--- config.mk ---
export PLATFORM = sky130hd
export DESIGN_NAME = mlp_risk_classifier_unit
export DESIGN_NICKNAME = d
export VERILOG_FILES = /design/src/hw/rtl/mrc_pkg.sv /design/src/hw/rtl/mlp_risk_classifier_unit.sv /design/src/hw/rtl/mrc_ram.sv /design/src/hw/rtl/mrc_mac.sv /design/src/hw/rtl/mrc_seq.sv
export SDC_FILE = /design/constraint.sdc
export NUM_CORES = 2
export LEC_CHECK = 0
export ABC_AREA = 1
export BUFFER_PORTS_ARGS = -buffer_cell sky130_fd_sc_hd__buf_2
export CAP_MARGIN = 0
export CORE_ASPECT_RATIO = 1.2
export CORE_UTILIZATION = 45
export CTS_CLUSTER_SIZE = 12
export DETAILED_ROUTE_END_ITERATION = 10
export GPL_ROUTABILITY_DRIVEN = 0
export PLACE_DENSITY = 0.68
export SYNTH_ARGS = -nofsm -noshare
export SYNTH_HDL_FRONTEND = slang
export SYNTH_SLANG_ARGS = --single-unit
--- constraint.sdc ---
create_clock -name i_clk -period 7.6 [get_ports i_clk]
set_input_delay 0 -clock i_clk [delete_from_list [all_inputs] [get_ports i_clk]]
set_output_delay 0 -clock i_clk [all_outputs]
set_load 0.1 [all_outputs]
--- src/hw/rtl/mrc_pkg.sv ---
// ============================================================================
// mrc_pkg - shared types and codes of the perceptron risk classifier
// Sequencer states, layer codes, operation kinds and the control word that
// travels with each operation through the multiply-accumulate pipeline.
// ============================================================================
package mrc_pkg;

    // Neuron or class index carried in the control word; covers 64 neurons
    localparam int IDX_W = 6;

    // Action codes of an input word
    localparam logic ACT_WRITE    = 1'b0;
    localparam logic ACT_CLASSIFY = 1'b1;

    // Configuration register indexes
    localparam logic [1:0] CFG_TEMP_MEAN = 2'd0;
    localparam logic [1:0] CFG_TEMP_INV  = 2'd1;
    localparam logic [1:0] CFG_HUM_MEAN  = 2'd2;
    localparam logic [1:0] CFG_HUM_INV   = 2'd3;

    // One in Q4.12: turns a Q8.8 bias into a Q.20 accumulator start value
    localparam logic signed [16:0] Q12_ONE = 17'sd4096;

    typedef enum logic [2:0] {
        ST_IDLE,
        ST_NORM,
        ST_NWAIT,
        ST_LAYER,
        ST_DRAIN,
        ST_FINISH
    } t_state;

    typedef enum logic [1:0] {
        LY_FIRST,
        LY_SECOND,
        LY_OUTPUT
    } t_layer;

    typedef enum logic [1:0] {
        OP_NORM,
        OP_BIAS,
        OP_MAC
    } t_kind;

    // Control word of one multiply-accumulate operation
    typedef struct packed {
        logic             valid;
        t_kind            kind;
        logic             last;    // closes a neuron or a normalisation
        logic             relu;    // clamp negatives of the closed neuron
        logic             wr_act;  // store the result in the activation RAM
        logic             score;   // feed the result to the argmax
        logic             bank;    // destination activation bank
        logic [IDX_W-1:0] idx;     // neuron, class or input index
    } t_op;

endpackage

--- src/hw/rtl/mlp_risk_classifier_unit.sv ---
// ============================================================================
// mlp_risk_classifier_unit - fixed-point perceptron risk classifier
// Normalises a temperature/humidity pair and runs it through a
// NUM_INPUTS-HIDDEN_WIDTH-HIDDEN_WIDTH-NUM_CLASSES perceptron on one shared
// multiply-accumulate unit; returns the argmax class. Write words load the
// coefficient store.
// ============================================================================
//
//  channel   handshake          payload
//  -------   ----------------   ---------------------------------------------
//  input     i_valid / o_ready  i_action, i_coef_index, i_coef_value,
//                               i_temperature, i_humidity
//  output    o_valid / i_ready  o_risk_class
//  config    i_cfg_we           i_cfg_idx, i_cfg_data (no wait, no read-back)
//
//  A write word is taken only while idle and stores one coefficient. A classify
//  word runs the normalisation and then each layer, neuron by neuron, through
//  the shared multiply-accumulate unit, which retires one product per cycle
//  while steps are issued; a drain of its three-stage pipeline follows the
//  normalisation and each layer, and a finish state hands over the result.
//  Reset clears control only; the coefficient store is undefined until
//  written and gets no clearing pass.
//  A finished result waits in the output register while new words are taken;
//  a following classify then holds in its last step until the register frees.
//
module mlp_risk_classifier_unit
    import mrc_pkg::*;
#(
    parameter int HIDDEN_WIDTH = 8,
    parameter int NUM_CLASSES  = 3,
    parameter int NUM_INPUTS   = 2
) (
    input  logic               i_clk,
    input  logic               i_rst_n,
    input  logic               i_valid,
    output logic               o_ready,
    input  logic               i_action,
    input  logic [6:0]         i_coef_index,
    input  logic signed [15:0] i_coef_value,
    input  logic signed [15:0] i_temperature,
    input  logic signed [15:0] i_humidity,
    output logic               o_valid,
    input  logic               i_ready,
    output logic [1:0]         o_risk_class,
    input  logic               i_cfg_we,
    input  logic [1:0]         i_cfg_idx,
    input  logic [15:0]        i_cfg_data
);

    localparam int STORE_DEPTH = NUM_INPUTS * HIDDEN_WIDTH + HIDDEN_WIDTH
                               + HIDDEN_WIDTH * HIDDEN_WIDTH + HIDDEN_WIDTH
                               + HIDDEN_WIDTH * NUM_CLASSES + NUM_CLASSES;
    localparam int CAW       = $clog2(STORE_DEPTH);
    localparam int MAXW_A    = (NUM_INPUTS > HIDDEN_WIDTH) ? NUM_INPUTS : HIDDEN_WIDTH;
    localparam int MAXW      = (MAXW_A > NUM_CLASSES) ? MAXW_A : NUM_CLASSES;
    localparam int AI        = $clog2(MAXW);
    localparam int ACT_DEPTH = 2 ** (AI + 1);
    localparam int CLS_W     = $clog2(NUM_CLASSES);
    localparam int MAX_IN    = (NUM_INPUTS > HIDDEN_WIDTH) ? NUM_INPUTS : HIDDEN_WIDTH;

    logic signed [15:0] r_temp_mean;
    logic signed [15:0] r_temp_inv;
    logic signed [15:0] r_hum_mean;
    logic signed [15:0] r_hum_inv;
    logic signed [15:0] r_temp;
    logic signed [15:0] r_hum;
    logic signed [15:0] r_best;
    logic [CLS_W-1:0]   r_best_idx;
    logic               r_out_valid;
    logic [1:0]         r_out_class;

    logic               w_in_acc;
    logic               w_start;
    logic               w_coef_we;
    logic               w_busy;
    logic               w_out_free;
    logic               w_finish;
    t_op                w_tok_issue;
    t_op                w_tok3;
    logic [CAW-1:0]     w_coef_raddr;
    logic [AI:0]        w_act_raddr;
    logic signed [15:0] w_coef_rdata;
    logic signed [15:0] w_act_rdata;
    logic signed [15:0] w_y;
    logic               w_act_we;
    logic               w_score_en;
    logic [CLS_W-1:0]   w_cls;

    assign w_in_acc   = i_valid && o_ready;
    assign w_start    = w_in_acc && (i_action == ACT_CLASSIFY);
    assign w_coef_we  = w_in_acc && (i_action == ACT_WRITE)
                        && (int'(i_coef_index) < STORE_DEPTH);
    assign w_out_free = !r_out_valid || i_ready;

    // Configuration registers
    always_ff @(posedge i_clk) begin
        if (!i_rst_n) begin
            r_temp_mean <= 16'sd0;
            r_temp_inv  <= 16'sd4096;
            r_hum_mean  <= 16'sd0;
            r_hum_inv   <= 16'sd4096;
        end else if (i_cfg_we) begin
            case (i_cfg_idx)
                CFG_TEMP_MEAN: r_temp_mean <= i_cfg_data;
                CFG_TEMP_INV:  r_temp_inv  <= i_cfg_data;
                CFG_HUM_MEAN:  r_hum_mean  <= i_cfg_data;
                CFG_HUM_INV:   r_hum_inv   <= i_cfg_data;
                default:       r_temp_mean <= r_temp_mean;
            endcase
        end
    end

    // Capture the sample pair of a classify word
    always_ff @(posedge i_clk) begin
        if (w_start) begin
            r_temp <= i_temperature;
            r_hum  <= i_humidity;
        end
    end

    mrc_ram #(
        .WIDTH (16),
        .DEPTH (STORE_DEPTH)
    ) u_coef_ram (
        .i_clk   (i_clk),
        .i_we    (w_coef_we),
        .i_waddr (CAW'(i_coef_index)),
        .i_wdata (i_coef_value),
        .i_raddr (w_coef_raddr),
        .o_rdata (w_coef_rdata)
    );

    mrc_seq #(
        .HIDDEN_WIDTH (HIDDEN_WIDTH),
        .NUM_CLASSES  (NUM_CLASSES),
        .NUM_INPUTS   (NUM_INPUTS)
    ) u_seq (
        .i_clk        (i_clk),
        .i_rst_n      (i_rst_n),
        .i_start      (w_start),
        .i_busy       (w_busy),
        .i_out_free   (w_out_free),
        .o_ready      (o_ready),
        .o_finish     (w_finish),
        .o_tok        (w_tok_issue),
        .o_coef_raddr (w_coef_raddr),
        .o_act_raddr  (w_act_raddr)
    );

    mrc_mac #(
        .MAX_IN (MAX_IN)
    ) u_mac (
        .i_clk       (i_clk),
        .i_rst_n     (i_rst_n),
        .i_tok       (w_tok_issue),
        .i_coef      (w_coef_rdata),
        .i_act       (w_act_rdata),
        .i_temp      (r_temp),
        .i_hum       (r_hum),
        .i_temp_mean (r_temp_mean),
        .i_temp_inv  (r_temp_inv),
        .i_hum_mean  (r_hum_mean),
        .i_hum_inv   (r_hum_inv),
        .o_tok       (w_tok3),
        .o_y         (w_y),
        .o_busy      (w_busy)
    );

    // Store closed neurons into the destination activation bank
    assign w_act_we = w_tok3.valid && w_tok3.last && w_tok3.wr_act;

    mrc_ram #(
        .WIDTH (16),
        .DEPTH (ACT_DEPTH)
    ) u_act_ram (
        .i_clk   (i_clk),
        .i_we    (w_act_we),
        .i_waddr ({w_tok3.bank, AI'(w_tok3.idx)}),
        .i_wdata (w_y),
        .i_raddr (w_act_raddr),
        .o_rdata (w_act_rdata)
    );

    // Running argmax over output scores; the lowest index keeps ties
    assign w_score_en = w_tok3.valid && w_tok3.last && w_tok3.score;
    assign w_cls      = CLS_W'(w_tok3.idx);

    always_ff @(posedge i_clk) begin
        if (w_score_en && ((w_cls == '0) || (w_y > r_best))) begin
            r_best     <= w_y;
            r_best_idx <= w_cls;
        end
    end

    // Output register: hold the word until taken
    always_ff @(posedge i_clk) begin
        if (!i_rst_n) begin
            r_out_valid <= 1'b0;
        end else if (w_finish) begin
            r_out_valid <= 1'b1;
        end else if (i_ready) begin
            r_out_valid <= 1'b0;
        end
    end

    always_ff @(posedge i_clk) begin
        if (w_finish) begin
            r_out_class <= 2'(r_best_idx);
        end
    end

    assign o_valid      = r_out_valid;
    assign o_risk_class = r_out_class;

`ifndef SYNTHESIS
    a_ready_empty: assert property (@(posedge i_clk) disable iff (!i_rst_n)
        o_ready |-> !w_busy)
        else $error("word taken while the MAC pipeline still holds work");

    a_start_blocks: assert property (@(posedge i_clk) disable iff (!i_rst_n)
        w_start |=> !o_ready)
        else $error("classify word did not close the input");

    a_score_busy: assert property (@(posedge i_clk) disable iff (!i_rst_n)
        w_score_en |-> !o_ready)
        else $error("output score retired while the sequencer was idle");

    a_class_range: assert property (@(posedge i_clk) disable iff (!i_rst_n)
        o_valid |-> (int'(o_risk_class) < NUM_CLASSES))
        else $error("class index beyond the class count");

    a_finish_free: assert property (@(posedge i_clk) disable iff (!i_rst_n)
        w_finish |-> w_out_free)
        else $error("result overwrote a word not yet taken");
`endif

endmodule

--- src/hw/rtl/mrc_ram.sv ---
// ============================================================================
// mrc_ram - generic single-write, single-read RAM
// One write port and one read port with registered read data.
// ============================================================================
module mrc_ram #(
    parameter  int WIDTH = 16,
    parameter  int DEPTH = 128,
    localparam int AW    = $clog2(DEPTH)
) (
    input  logic             i_clk,
    input  logic             i_we,
    input  logic [AW-1:0]    i_waddr,
    input  logic [WIDTH-1:0] i_wdata,
    input  logic [AW-1:0]    i_raddr,
    output logic [WIDTH-1:0] o_rdata
);

    logic [WIDTH-1:0] r_mem [DEPTH];
    logic [WIDTH-1:0] r_rdata;

    // Write and registered read
    always_ff @(posedge i_clk) begin
        if (i_we) begin
            r_mem[i_waddr] <= i_wdata;
        end
        r_rdata <= r_mem[i_raddr];
    end

    assign o_rdata = r_rdata;

endmodule

--- src/hw/rtl/mrc_mac.sv ---
// ============================================================================
// mrc_mac - shared multiply-accumulate unit
// Selects operands, multiplies, accumulates in Q.20 and rounds the closed
// sum down to a saturated Q8.8 value with optional ReLU. Three stages.
// ============================================================================
module mrc_mac
    import mrc_pkg::*;
#(
    parameter int MAX_IN = 8
) (
    input  logic               i_clk,
    input  logic               i_rst_n,
    input  t_op                i_tok,
    input  logic signed [15:0] i_coef,
    input  logic signed [15:0] i_act,
    input  logic signed [15:0] i_temp,
    input  logic signed [15:0] i_hum,
    input  logic signed [15:0] i_temp_mean,
    input  logic signed [15:0] i_temp_inv,
    input  logic signed [15:0] i_hum_mean,
    input  logic signed [15:0] i_hum_inv,
    output t_op                o_tok,
    output logic signed [15:0] o_y,
    output logic               o_busy
);

    // Product 33 bits, plus headroom for MAX_IN products and the bias
    localparam int ACC_W = 34 + $clog2(MAX_IN + 1);
    localparam int QW    = ACC_W - 12;

    t_op                     r_tok1;
    t_op                     r_tok2;
    t_op                     r_tok3;
    logic signed [16:0]      w_a;
    logic signed [15:0]      w_b;
    logic signed [32:0]      r_prod;
    logic signed [ACC_W-1:0] w_prod_ext;
    logic signed [ACC_W-1:0] r_acc;
    logic signed [QW-1:0]    w_q;
    logic signed [15:0]      w_sat;

    // Advance the control words
    always_ff @(posedge i_clk) begin
        if (!i_rst_n) begin
            r_tok1 <= '0;
            r_tok2 <= '0;
            r_tok3 <= '0;
        end else begin
            r_tok1 <= i_tok;
            r_tok2 <= r_tok1;
            r_tok3 <= r_tok2;
        end
    end

    // Pick operands: centred sample by inverse scale, bias by one, or act by weight
    always_comb begin
        w_a = '0;
        w_b = i_coef;
        case (r_tok1.kind)
            OP_NORM: begin
                if (r_tok1.idx == IDX_W'(0)) begin
                    w_a = {i_temp[15], i_temp} - {i_temp_mean[15], i_temp_mean};
                    w_b = i_temp_inv;
                end else if (r_tok1.idx == IDX_W'(1)) begin
                    w_a = {i_hum[15], i_hum} - {i_hum_mean[15], i_hum_mean};
                    w_b = i_hum_inv;
                end else begin
                    // inputs beyond the sample pair read as zero
                    w_b = '0;
                end
            end
            OP_BIAS: begin
                w_a = Q12_ONE;
            end
            OP_MAC: begin
                w_a = {i_act[15], i_act};
            end
            default: begin
                w_a = '0;
            end
        endcase
    end

    // Multiply
    always_ff @(posedge i_clk) begin
        r_prod <= w_a * w_b;
    end

    // Accumulate; a bias or normalisation restarts the sum
    assign w_prod_ext = ACC_W'(r_prod);

    always_ff @(posedge i_clk) begin
        if (r_tok2.kind != OP_MAC) begin
            r_acc <= w_prod_ext;
        end else begin
            r_acc <= r_acc + w_prod_ext;
        end
    end

    // Floor by 4096, saturate to 16 bits, then ReLU
    assign w_q = r_acc[ACC_W-1:12];

    always_comb begin
        if ((&w_q[QW-1:15]) || !(|w_q[QW-1:15])) begin
            w_sat = w_q[15:0];
        end else if (w_q[QW-1]) begin
            w_sat = 16'sh8000;
        end else begin
            w_sat = 16'sh7FFF;
        end
        if (r_tok3.relu && w_sat[15]) begin
            o_y = '0;
        end else begin
            o_y = w_sat;
        end
    end

    assign o_tok  = r_tok3;
    assign o_busy = r_tok1.valid || r_tok2.valid || r_tok3.valid;

endmodule

--- src/hw/rtl/mrc_seq.sv ---
// ============================================================================
// mrc_seq - operation sequencer
// Walks normalisation, then each layer neuron by neuron: one bias step and
// one weight step per input, issuing one operation per cycle to the MAC within
// the normalisation and each layer, and waiting for the MAC to drain between them.
module mrc_seq
    import mrc_pkg::*;
#(
    parameter  int HIDDEN_WIDTH = 8,
    parameter  int NUM_CLASSES  = 3,
    parameter  int NUM_INPUTS   = 2,
    localparam int OFS_W1       = 0,
    localparam int OFS_B1       = OFS_W1 + NUM_INPUTS * HIDDEN_WIDTH,
    localparam int OFS_W2       = OFS_B1 + HIDDEN_WIDTH,
    localparam int OFS_B2       = OFS_W2 + HIDDEN_WIDTH * HIDDEN_WIDTH,
    localparam int OFS_W3       = OFS_B2 + HIDDEN_WIDTH,
    localparam int OFS_B3       = OFS_W3 + HIDDEN_WIDTH * NUM_CLASSES,
    localparam int STORE_DEPTH  = OFS_B3 + NUM_CLASSES,
    localparam int CAW          = $clog2(STORE_DEPTH),
    localparam int MAXW_A       = (NUM_INPUTS > HIDDEN_WIDTH) ? NUM_INPUTS : HIDDEN_WIDTH,
    localparam int MAXW         = (MAXW_A > NUM_CLASSES) ? MAXW_A : NUM_CLASSES,
    localparam int AI           = $clog2(MAXW)
) (
    input  logic          i_clk,
    input  logic          i_rst_n,
    input  logic          i_start,
    input  logic          i_busy,
    input  logic          i_out_free,
    output logic          o_ready,
    output logic          o_finish,
    output t_op           o_tok,
    output logic [CAW-1:0] o_coef_raddr,
    output logic [AI:0]   o_act_raddr
);

    localparam int CNT_W = $clog2(MAXW + 1);

    t_state           r_state, n_state;
    t_layer           r_layer, n_layer;
    logic [CNT_W-1:0] r_j, n_j;
    logic [CNT_W-1:0] r_i, n_i;
    logic [CAW-1:0]   r_waddr, n_waddr;

    logic [CNT_W-1:0] w_nin;
    logic [CNT_W-1:0] w_nout;
    logic [CAW-1:0]   w_wofs;
    logic [CAW-1:0]   w_bofs;
    logic             w_relu;
    logic             w_src;
    logic             w_dst;
    logic             w_score;
    logic [CNT_W-1:0] w_i_m1;
    logic             w_last;

    // Hold sequencer state
    always_ff @(posedge i_clk) begin
        if (!i_rst_n) begin
            r_state <= ST_IDLE;
            r_layer <= LY_FIRST;
            r_j     <= '0;
            r_i     <= '0;
        end else begin
            r_state <= n_state;
            r_layer <= n_layer;
            r_j     <= n_j;
            r_i     <= n_i;
        end
    end

    always_ff @(posedge i_clk) begin
        r_waddr <= n_waddr;
    end

    // Shape of the current layer
    always_comb begin
        case (r_layer)
            LY_SECOND: begin
                w_nin   = CNT_W'(HIDDEN_WIDTH);
                w_nout  = CNT_W'(HIDDEN_WIDTH);
                w_wofs  = CAW'(OFS_W2);
                w_bofs  = CAW'(OFS_B2);
                w_relu  = 1'b1;
                w_src   = 1'b1;
                w_dst   = 1'b0;
                w_score = 1'b0;
            end
            LY_OUTPUT: begin
                w_nin   = CNT_W'(HIDDEN_WIDTH);
                w_nout  = CNT_W'(NUM_CLASSES);
                w_wofs  = CAW'(OFS_W3);
                w_bofs  = CAW'(OFS_B3);
                w_relu  = 1'b0;
                w_src   = 1'b0;
                w_dst   = 1'b0;
                w_score = 1'b1;
            end
            default: begin
                w_nin   = CNT_W'(NUM_INPUTS);
                w_nout  = CNT_W'(HIDDEN_WIDTH);
                w_wofs  = CAW'(OFS_W1);
                w_bofs  = CAW'(OFS_B1);
                w_relu  = 1'b1;
                w_src   = 1'b0;
                w_dst   = 1'b1;
                w_score = 1'b0;
            end
        endcase
    end

    assign w_i_m1 = r_i - CNT_W'(1);
    assign w_last = (r_i == w_nin);

    // Next state and issued operation
    always_comb begin
        n_state      = r_state;
        n_layer      = r_layer;
        n_j          = r_j;
        n_i          = r_i;
        n_waddr      = r_waddr;
        o_ready      = 1'b0;
        o_finish     = 1'b0;
        o_tok        = '0;
        o_coef_raddr = r_waddr;
        o_act_raddr  = {w_src, AI'(w_i_m1)};
        case (r_state)
            ST_IDLE: begin
                o_ready = 1'b1;
                if (i_start) begin
                    n_state = ST_NORM;
                    n_j     = '0;
                end
            end
            ST_NORM: begin
                o_tok.valid  = 1'b1;
                o_tok.kind   = OP_NORM;
                o_tok.last   = 1'b1;
                o_tok.wr_act = 1'b1;
                o_tok.bank   = 1'b0;
                o_tok.idx    = IDX_W'(r_j);
                if (r_j == CNT_W'(NUM_INPUTS - 1)) begin
                    n_j     = '0;
                    n_state = ST_NWAIT;
                end else begin
                    n_j = r_j + CNT_W'(1);
                end
            end
            ST_NWAIT: begin
                // wait for the inputs to land before the first layer reads them
                if (!i_busy) begin
                    n_state = ST_LAYER;
                    n_layer = LY_FIRST;
                    n_i     = '0;
                    n_j     = '0;
                end
            end
            ST_LAYER: begin
                o_tok.valid  = 1'b1;
                o_tok.relu   = w_relu;
                o_tok.wr_act = !w_score;
                o_tok.score  = w_score;
                o_tok.bank   = w_dst;
                o_tok.idx    = IDX_W'(r_j);
                if (r_i == '0) begin
                    // bias step opens the neuron
                    o_tok.kind   = OP_BIAS;
                    o_coef_raddr = w_bofs + CAW'(r_j);
                    n_i          = CNT_W'(1);
                    n_waddr      = w_wofs + CAW'(r_j);
                end else begin
                    o_tok.kind = OP_MAC;
                    o_tok.last = w_last;
                    n_waddr    = r_waddr + CAW'(w_nout);
                    if (w_last) begin
                        n_i = '0;
                        if (r_j == w_nout - CNT_W'(1)) begin
                            n_j     = '0;
                            n_state = ST_DRAIN;
                        end else begin
                            n_j = r_j + CNT_W'(1);
                        end
                    end else begin
                        n_i = r_i + CNT_W'(1);
                    end
                end
            end
            ST_DRAIN: begin
                // let the layer's last results retire before the next layer reads
                if (!i_busy) begin
                    if (r_layer == LY_OUTPUT) begin
                        n_state = ST_FINISH;
                    end else begin
                        n_state = ST_LAYER;
                        n_layer = (r_layer == LY_FIRST) ? LY_SECOND : LY_OUTPUT;
                    end
                end
            end
            ST_FINISH: begin
                if (i_out_free) begin
                    o_finish = 1'b1;
                    n_state  = ST_IDLE;
                end
            end
            default: begin
                n_state = ST_IDLE;
            end
        endcase
    end

endmodule
# Word level (Yosys, flattened, before mapping)
# Memory sizes are Yosys's and may differ from the RTL's. A register that Yosys moved wholly into a read port is not among the register bits.
# Index checks and enable logic that the tools add are counted.
# totals
regBits	242
ram_bits	2224
inputBits	79
out_inout_bits	4
wordCells	182
n_memories	2
# classes
addsub	10
multipliers	1
magnitude_cmp	2
eq_ne	26
n_mux	60
bitwise_logic	1
reduce_logical	40
# memory_table
name	words	word_bits	read_ports	rd_ports_with_merged_regs	write_ports	line	text
u_coef_ram.r_mem	123	16	1	1	1	mrc_ram.sv:18	logic [WIDTH-1:0] r_mem [DEPTH];
u_act_ram.r_mem	16	16	1	1	1	mrc_ram.sv:18	
# op_table
op	count
$mux W16	6
$pmux W17 S3	1
$pmux W7 S2	3
$mux W4	10
$add A38 B33 Y38	1
$mux W38	1
$mux W17	2
$sub A16 B16 Y17	2
$mul A17 B16 Y33	1
$mux W3	9
$add A7 B4 Y7	3
$mux W7	3
$pmux W3 S6	1
$gt A16 B16 Y1	1
$pmux W4 S2	2
$pmux W4 S4	1
$mux W1	14
$reduce_and A2 Y1	6
$reduce_and A11 Y1	1
$reduce_or A11 Y1	1
$mux W2	5
$ne A2 B1 Y1 const B	5
$ne A2 B2 Y1 const B	5
$logic_and A1 B1 Y1	9
27 further kinds	47

# Depth between registers and ports, before layout
# depth
depth_word	9
ltp_mapped	42
ltp_nobuf	41

# Modules after synthesis
# A second synthesis with hierarchy kept.
# unflattened
cells_unflattened	11303
hier_area_um2	117302.5
# by_module_without_submodules
module	instances	cells_per_inst	area_per_inst_um2	seq_area_each_um2
mrc_ram at u_coef_ram	1	6869	80589.8	59417.0
mrc_mac	1	2674	19276.0	2262.2
mrc_ram at u_act_ram	1	1074	11380.9	8007.7
mlp_risk_classifier_unit	1	426	4329.2	2862.7
mrc_seq	1	260	1726.7	470.5

# Worst setup path after synthesis
# Ideal clock, no wire load.
# synth_path
path_kind	register -> register
startpoint	register r_temp[0]
endpoint	register u_mac.r_prod[28]
setup_time_ns	0.120
arrival_time_ns	6.789
required_ns	7.480
slack_ns	0.691
path_stages_with_launch	38
path_buffers	1
synth_period_minus_slack_ns	6.909
cell_sequence	edfxtp_1 > inv_1 > ha_1 > inv_1 > fa_1 > nand3_1 > nand3_1 > nand2_1 > nand2_1 > nand2_1 > nand2_1 > nand2_1 > nand2_1 > nand2_1 > nand2_1 > nand2_1 > nand3_1 > nand2_1 > (+2 left out) > fa_1 > fa_1 > inv_1 > fa_1 > fa_1 > fa_1 > inv_1 > fa_1 > inv_1 > ha_1 > nand2_1 > nor2_1 > nand2_1 > inv_1 > nand2_1 > o211ai_1 > a21oi_1 > xnor2_1
# synth_between
elab_chain_cells	4
# synth_lines
element	line	text
start: declaration	mlp_risk_classifier_unit.sv:65	logic signed [15:0] r_temp;
start signal: assignment	mlp_risk_classifier_unit.sv:116	r_temp <= i_temperature;
$sub A16 B16 Y17	mrc_mac.sv:62	w_a = {i_temp[15], i_temp} - {i_temp_mean[15], i_temp_mean};
$mux W17	mrc_mac.sv:61	if (r_tok1.idx == IDX_W'(0)) begin
$pmux W17 S3	mrc_mac.sv:59	case (r_tok1.kind)
$mul A17 B16 Y33	mrc_mac.sv:86	r_prod <= w_a * w_b;
end signal: assignment	mrc_mac.sv:86	
end: declaration	mrc_mac.sv:36	logic signed [32:0] r_prod;
# No other way between the ends.
# A chain may end at the register's enable or synchronous reset.

# Final worst setup path
# layout_path
startpoint	register r_hum[0]
endpoint	register u_mac.r_prod[30]
# layout_between
elab_chain_cells	5
# layout_lines
element	line	text
start: declaration	mlp_risk_classifier_unit.sv:66	logic signed [15:0] r_hum;
start signal: assignment	mlp_risk_classifier_unit.sv:117	r_hum <= i_humidity;
$sub A16 B16 Y17	mrc_mac.sv:65	w_a = {i_hum[15], i_hum} - {i_hum_mean[15], i_hum_mean};
$mux W17	mrc_mac.sv:64	end else if (r_tok1.idx == IDX_W'(1)) begin
$mux W17	mrc_mac.sv:61	
$pmux W17 S3	mrc_mac.sv:59	
$mul A17 B16 Y33	mrc_mac.sv:86	
# No other way between the ends.

==> impl_results.md <==
* Pin count of the biggest net entering global routing at 157
* Max-slew headroom at 16.6%
* Num CTS Buffers at 274
* Gr usage total at 24.5%
* Metal1 wirelength at 130000 um
* Pwr/cell area at 329 nW/um2
* Pins over their slew limit at 0
* Synth Warn # at 0
* Asr flop ratio synth at 0%
* Crit Path Max Fanout at 8
* Area delta synth->final at 12.0%
* Critical path class: reg -> reg
* Int Power at 28000 uW
* Die H at 570 um
* Final core occ at 50.6%
* Clock-pin slew on the worst setup and hold paths at 0.06 ns
* CTS tree: built
* Crit path time final at 7.21 ns
* Post-DRT Antenna Nets at 0
* Finish-stage setup viols at 0
* Mapped Avg Cell Area at 9.94 um2
* Vias per cell at 5.33
* Max stage delay on crit path at 0.54 ns
* Share of power burned in combinational logic at 36.6%
* Wire length on met3 at 29400 um
* HPWL reported at the end of detailed placement at 201000 um
* Grt ovf at 0
* Register share of total power at 35.9%
* Core area at 267000 um2
* Initial antenna violation count at 12
* Initial DRC count at 9598
* Seq/Total Area, Yosys at 60.2%
* Netlist cell types at 49
* Max Root-Sink Buffers at 4
* Max Freq at 139 MHz
* Worst Hold Slack at 0.0879 ns
* Sw frac at 37.0%
* Slowest-stage cell, CP: fa_1
* Port bufs at 82
* Mapped Area at 121000 um2
* Arr. time, crit path at 7.98 ns
* Sum of negative setup slack at 0 ns
* First-pass GRT wire length at 502000 um
* NumNets Final at 12900
* DIE AREA at 271000 um2
* Layout cell share with drive strength beyond 1 at 6.51%
* Clk_lat worst skew at 0.85 ns
* Most frequent cells in the layout: 2466 x nand2_1, 2455 x inv_1, 2283 x edfxtp_1, 2152 x nand3_1, 530 x nor2_1
* Synth Register Bits at 2496
* P_leak at 0.0574 uW
* Worst Tran Pin Value at 1.25 ns
* CP Capture Type: register
* Met2 WL post-DR at 161000 um
* Via count at 86000
* Hold crit path type: in -> reg
* Sink Count at 2496
* Syn_nets at 12700
* # rows at 208
* Width of the die at 475 um
* Gate Count Post-Synth at 12200
* Most common cell after layout, fill and taps aside: nand2_1
* Worst EP required at 8.37 ns
* Placed cell areas at 126000 um2
* Root buf cell: clkbuf_16
* WL/cell at 20.9 um
* Post-synth EDFFs at 2283
* Most frequent CP cell: fa_1
* Switching power at 16500 uW
* Starting Density at 45.2%
* Fin. Hold Viols at 0
* First-pass DRT Iterations at 6
* H-tree depth at 5
* Commonest register cell after synthesis: edfxtp_1
* Tcrit/Tclk final at 94.8%
* Io pins at 83
* Max Cap Viol at 0
* Max VDD drop at 0.000486 V
* Clk pwr share at 27.5%
* Status: finished clean
* Finished Cell Area at 135000 um2
* Routed Wire Length at 337000 um
* Setup crit start kind: register
* DRC Markers at 0
* Vias in the first global route at 81800
* Top Layer Used: met5
* Worst-case clock skew at 0.0546 ns
-- worst max-delay path, delay by kind of cell (launching register included) --
family | cells | cell delay [ns]
fa+ha+maj | 9 | 3.94
flops | 1 | 0.32
simple gates | 11 | 0.97
buf+inv | 7 | 0.54
compound gates | 7 | 1.20
xor+xnor | 1 | 0.16
-- registers in the layout, indices dropped and copies added (netlist names), 12 cells and up --
name                count
r_hum_inv              16
r_temp_mean            16
u_coef_ram.r_mem     1968
r_hum                  16
u_mac.r_prod           33
u_coef_ram.o_rdata     16
r_best                 16
u_mac.r_acc            38
u_act_ram.o_rdata      16
u_mac.r_tok1           12
u_act_ram.r_mem       256
r_hum_mean             16
r_temp                 16
r_temp_inv             16
-- per-layer routing --
layer | vias to the layer above | GRT usage [%]
met5 | - | 0
met4 | 4 | 11.6
met2 | 4026 | 40.2
met1 | 41200 | 31.6
met3 | 800 | 4.03
li1 | 40000 | -
-- stage by stage --
step	std cells	power, uW	setup WS (ns)
5_1_grt	16100	46900	-0.00803
6_report	16100	44500	0.392
3_3_place_gp	15500	31400	0.256
3_5_place_dp	15500	31400	0.173
2_1_floorplan	12200	26400	0.691
4_1_cts	16100	43800	0.0835
-- cell usage after synthesis, types with 4 or more instances --
cell      number  area [um2]
a21boi_0       6        45.0
a21o_1        10        75.1
a21oi_1      286        1430
a31oi_1       21         131
buf_1         24        90.1
buf_2        266        1330
buf_4         73         548
buf_6         11         124
clkbuf_1     201         754
clkinv_1       5        18.8
dfxtp_1      213        4260
edfxtp_1    2283       68600
fa_1         280        5610
ha_1         182        2280
inv_1       2457        9220
inv_2          6        22.5
mux2i_1       32         320
nand2_1     2477        9300
nand2_2        4        25.0
nand3_1     2162       10800
nand4_1       20         125
nor2_1       553        2080
nor3_1        26         130
nor4_1         5        31.3
o211ai_1      40         300
o21a_1         7        52.6
o21ai_0      297        1490
o21ai_1       31         155
o21bai_1       6        45.0
o221ai_1      34         298
o22ai_1        4        25.0
o32ai_1       32         280
or2_2          8        50.1
xnor2_1       31         272
xor2_1        44         385
-- repair_timing --
item                                    in CTS  in global routing
endpoints found under the hold margin     1153                  0
hold buffers                               135                  0
buffers inserted                             0                  8
endpoints found under the setup margin       0                 16
resized for setup                            0                 60
-- area by class of cell --
cell class                 count  area [um2]
antenna                        8        20.0
clock buffer                 344        7170
clock inverter               103         812
fill                       23400      132000
inverter                    2468        9280
multi-input combinational   6621       36400
sequential                  2496       72800
tap                         3570        4470
timing repair buffer         511        4360
-- power by group through the flow --
stage / combinational (uW) / clock (uW) / sequential [uW]
after floorplan: 10300 / 0 / 16100
after global routing: 18000 / 12900 / 16000
after global placement: 15200 / 0 / 16300
after detailed placement: 15200 / 0 / 16300
final: 16300 / 12200 / 16000
after CTS: 15500 / 12400 / 16000
-- final timing paths --
| path | startpoint | to | slack (ns) | cells past startpoint |
|---|---|---|---|---|
| hold reg to reg | u_mac.r_tok1[10] | u_mac.r_tok2[10] | 0.41 | 2 |
| setup reg to reg | r_hum[0] | u_mac.r_prod[30] | 0.39 | 35 |
| setup / recovery | r_hum[0] | u_mac.r_prod[30] | 0.39 | 35 |
| hold / removal | i_cfg_data[2] | r_hum_mean[2] | 0.09 | 4 |
-- kinds of logic (layout without fill, tap and decap cells) --
group           Yosys count  in the layout  synth area share, %
compound gates          786            786                 3.66
xor+xnor                 75             75                0.543
fa+ha+maj               462            462                 6.52
buf+inv                3043           3426                 10.0
flops                  2496           2496                 60.2
mux                      32             32                0.265
other cells               0              8                    0
simple gates           5266           5266                 18.7
Note: power is estimated with default switching activity, not from simulation.
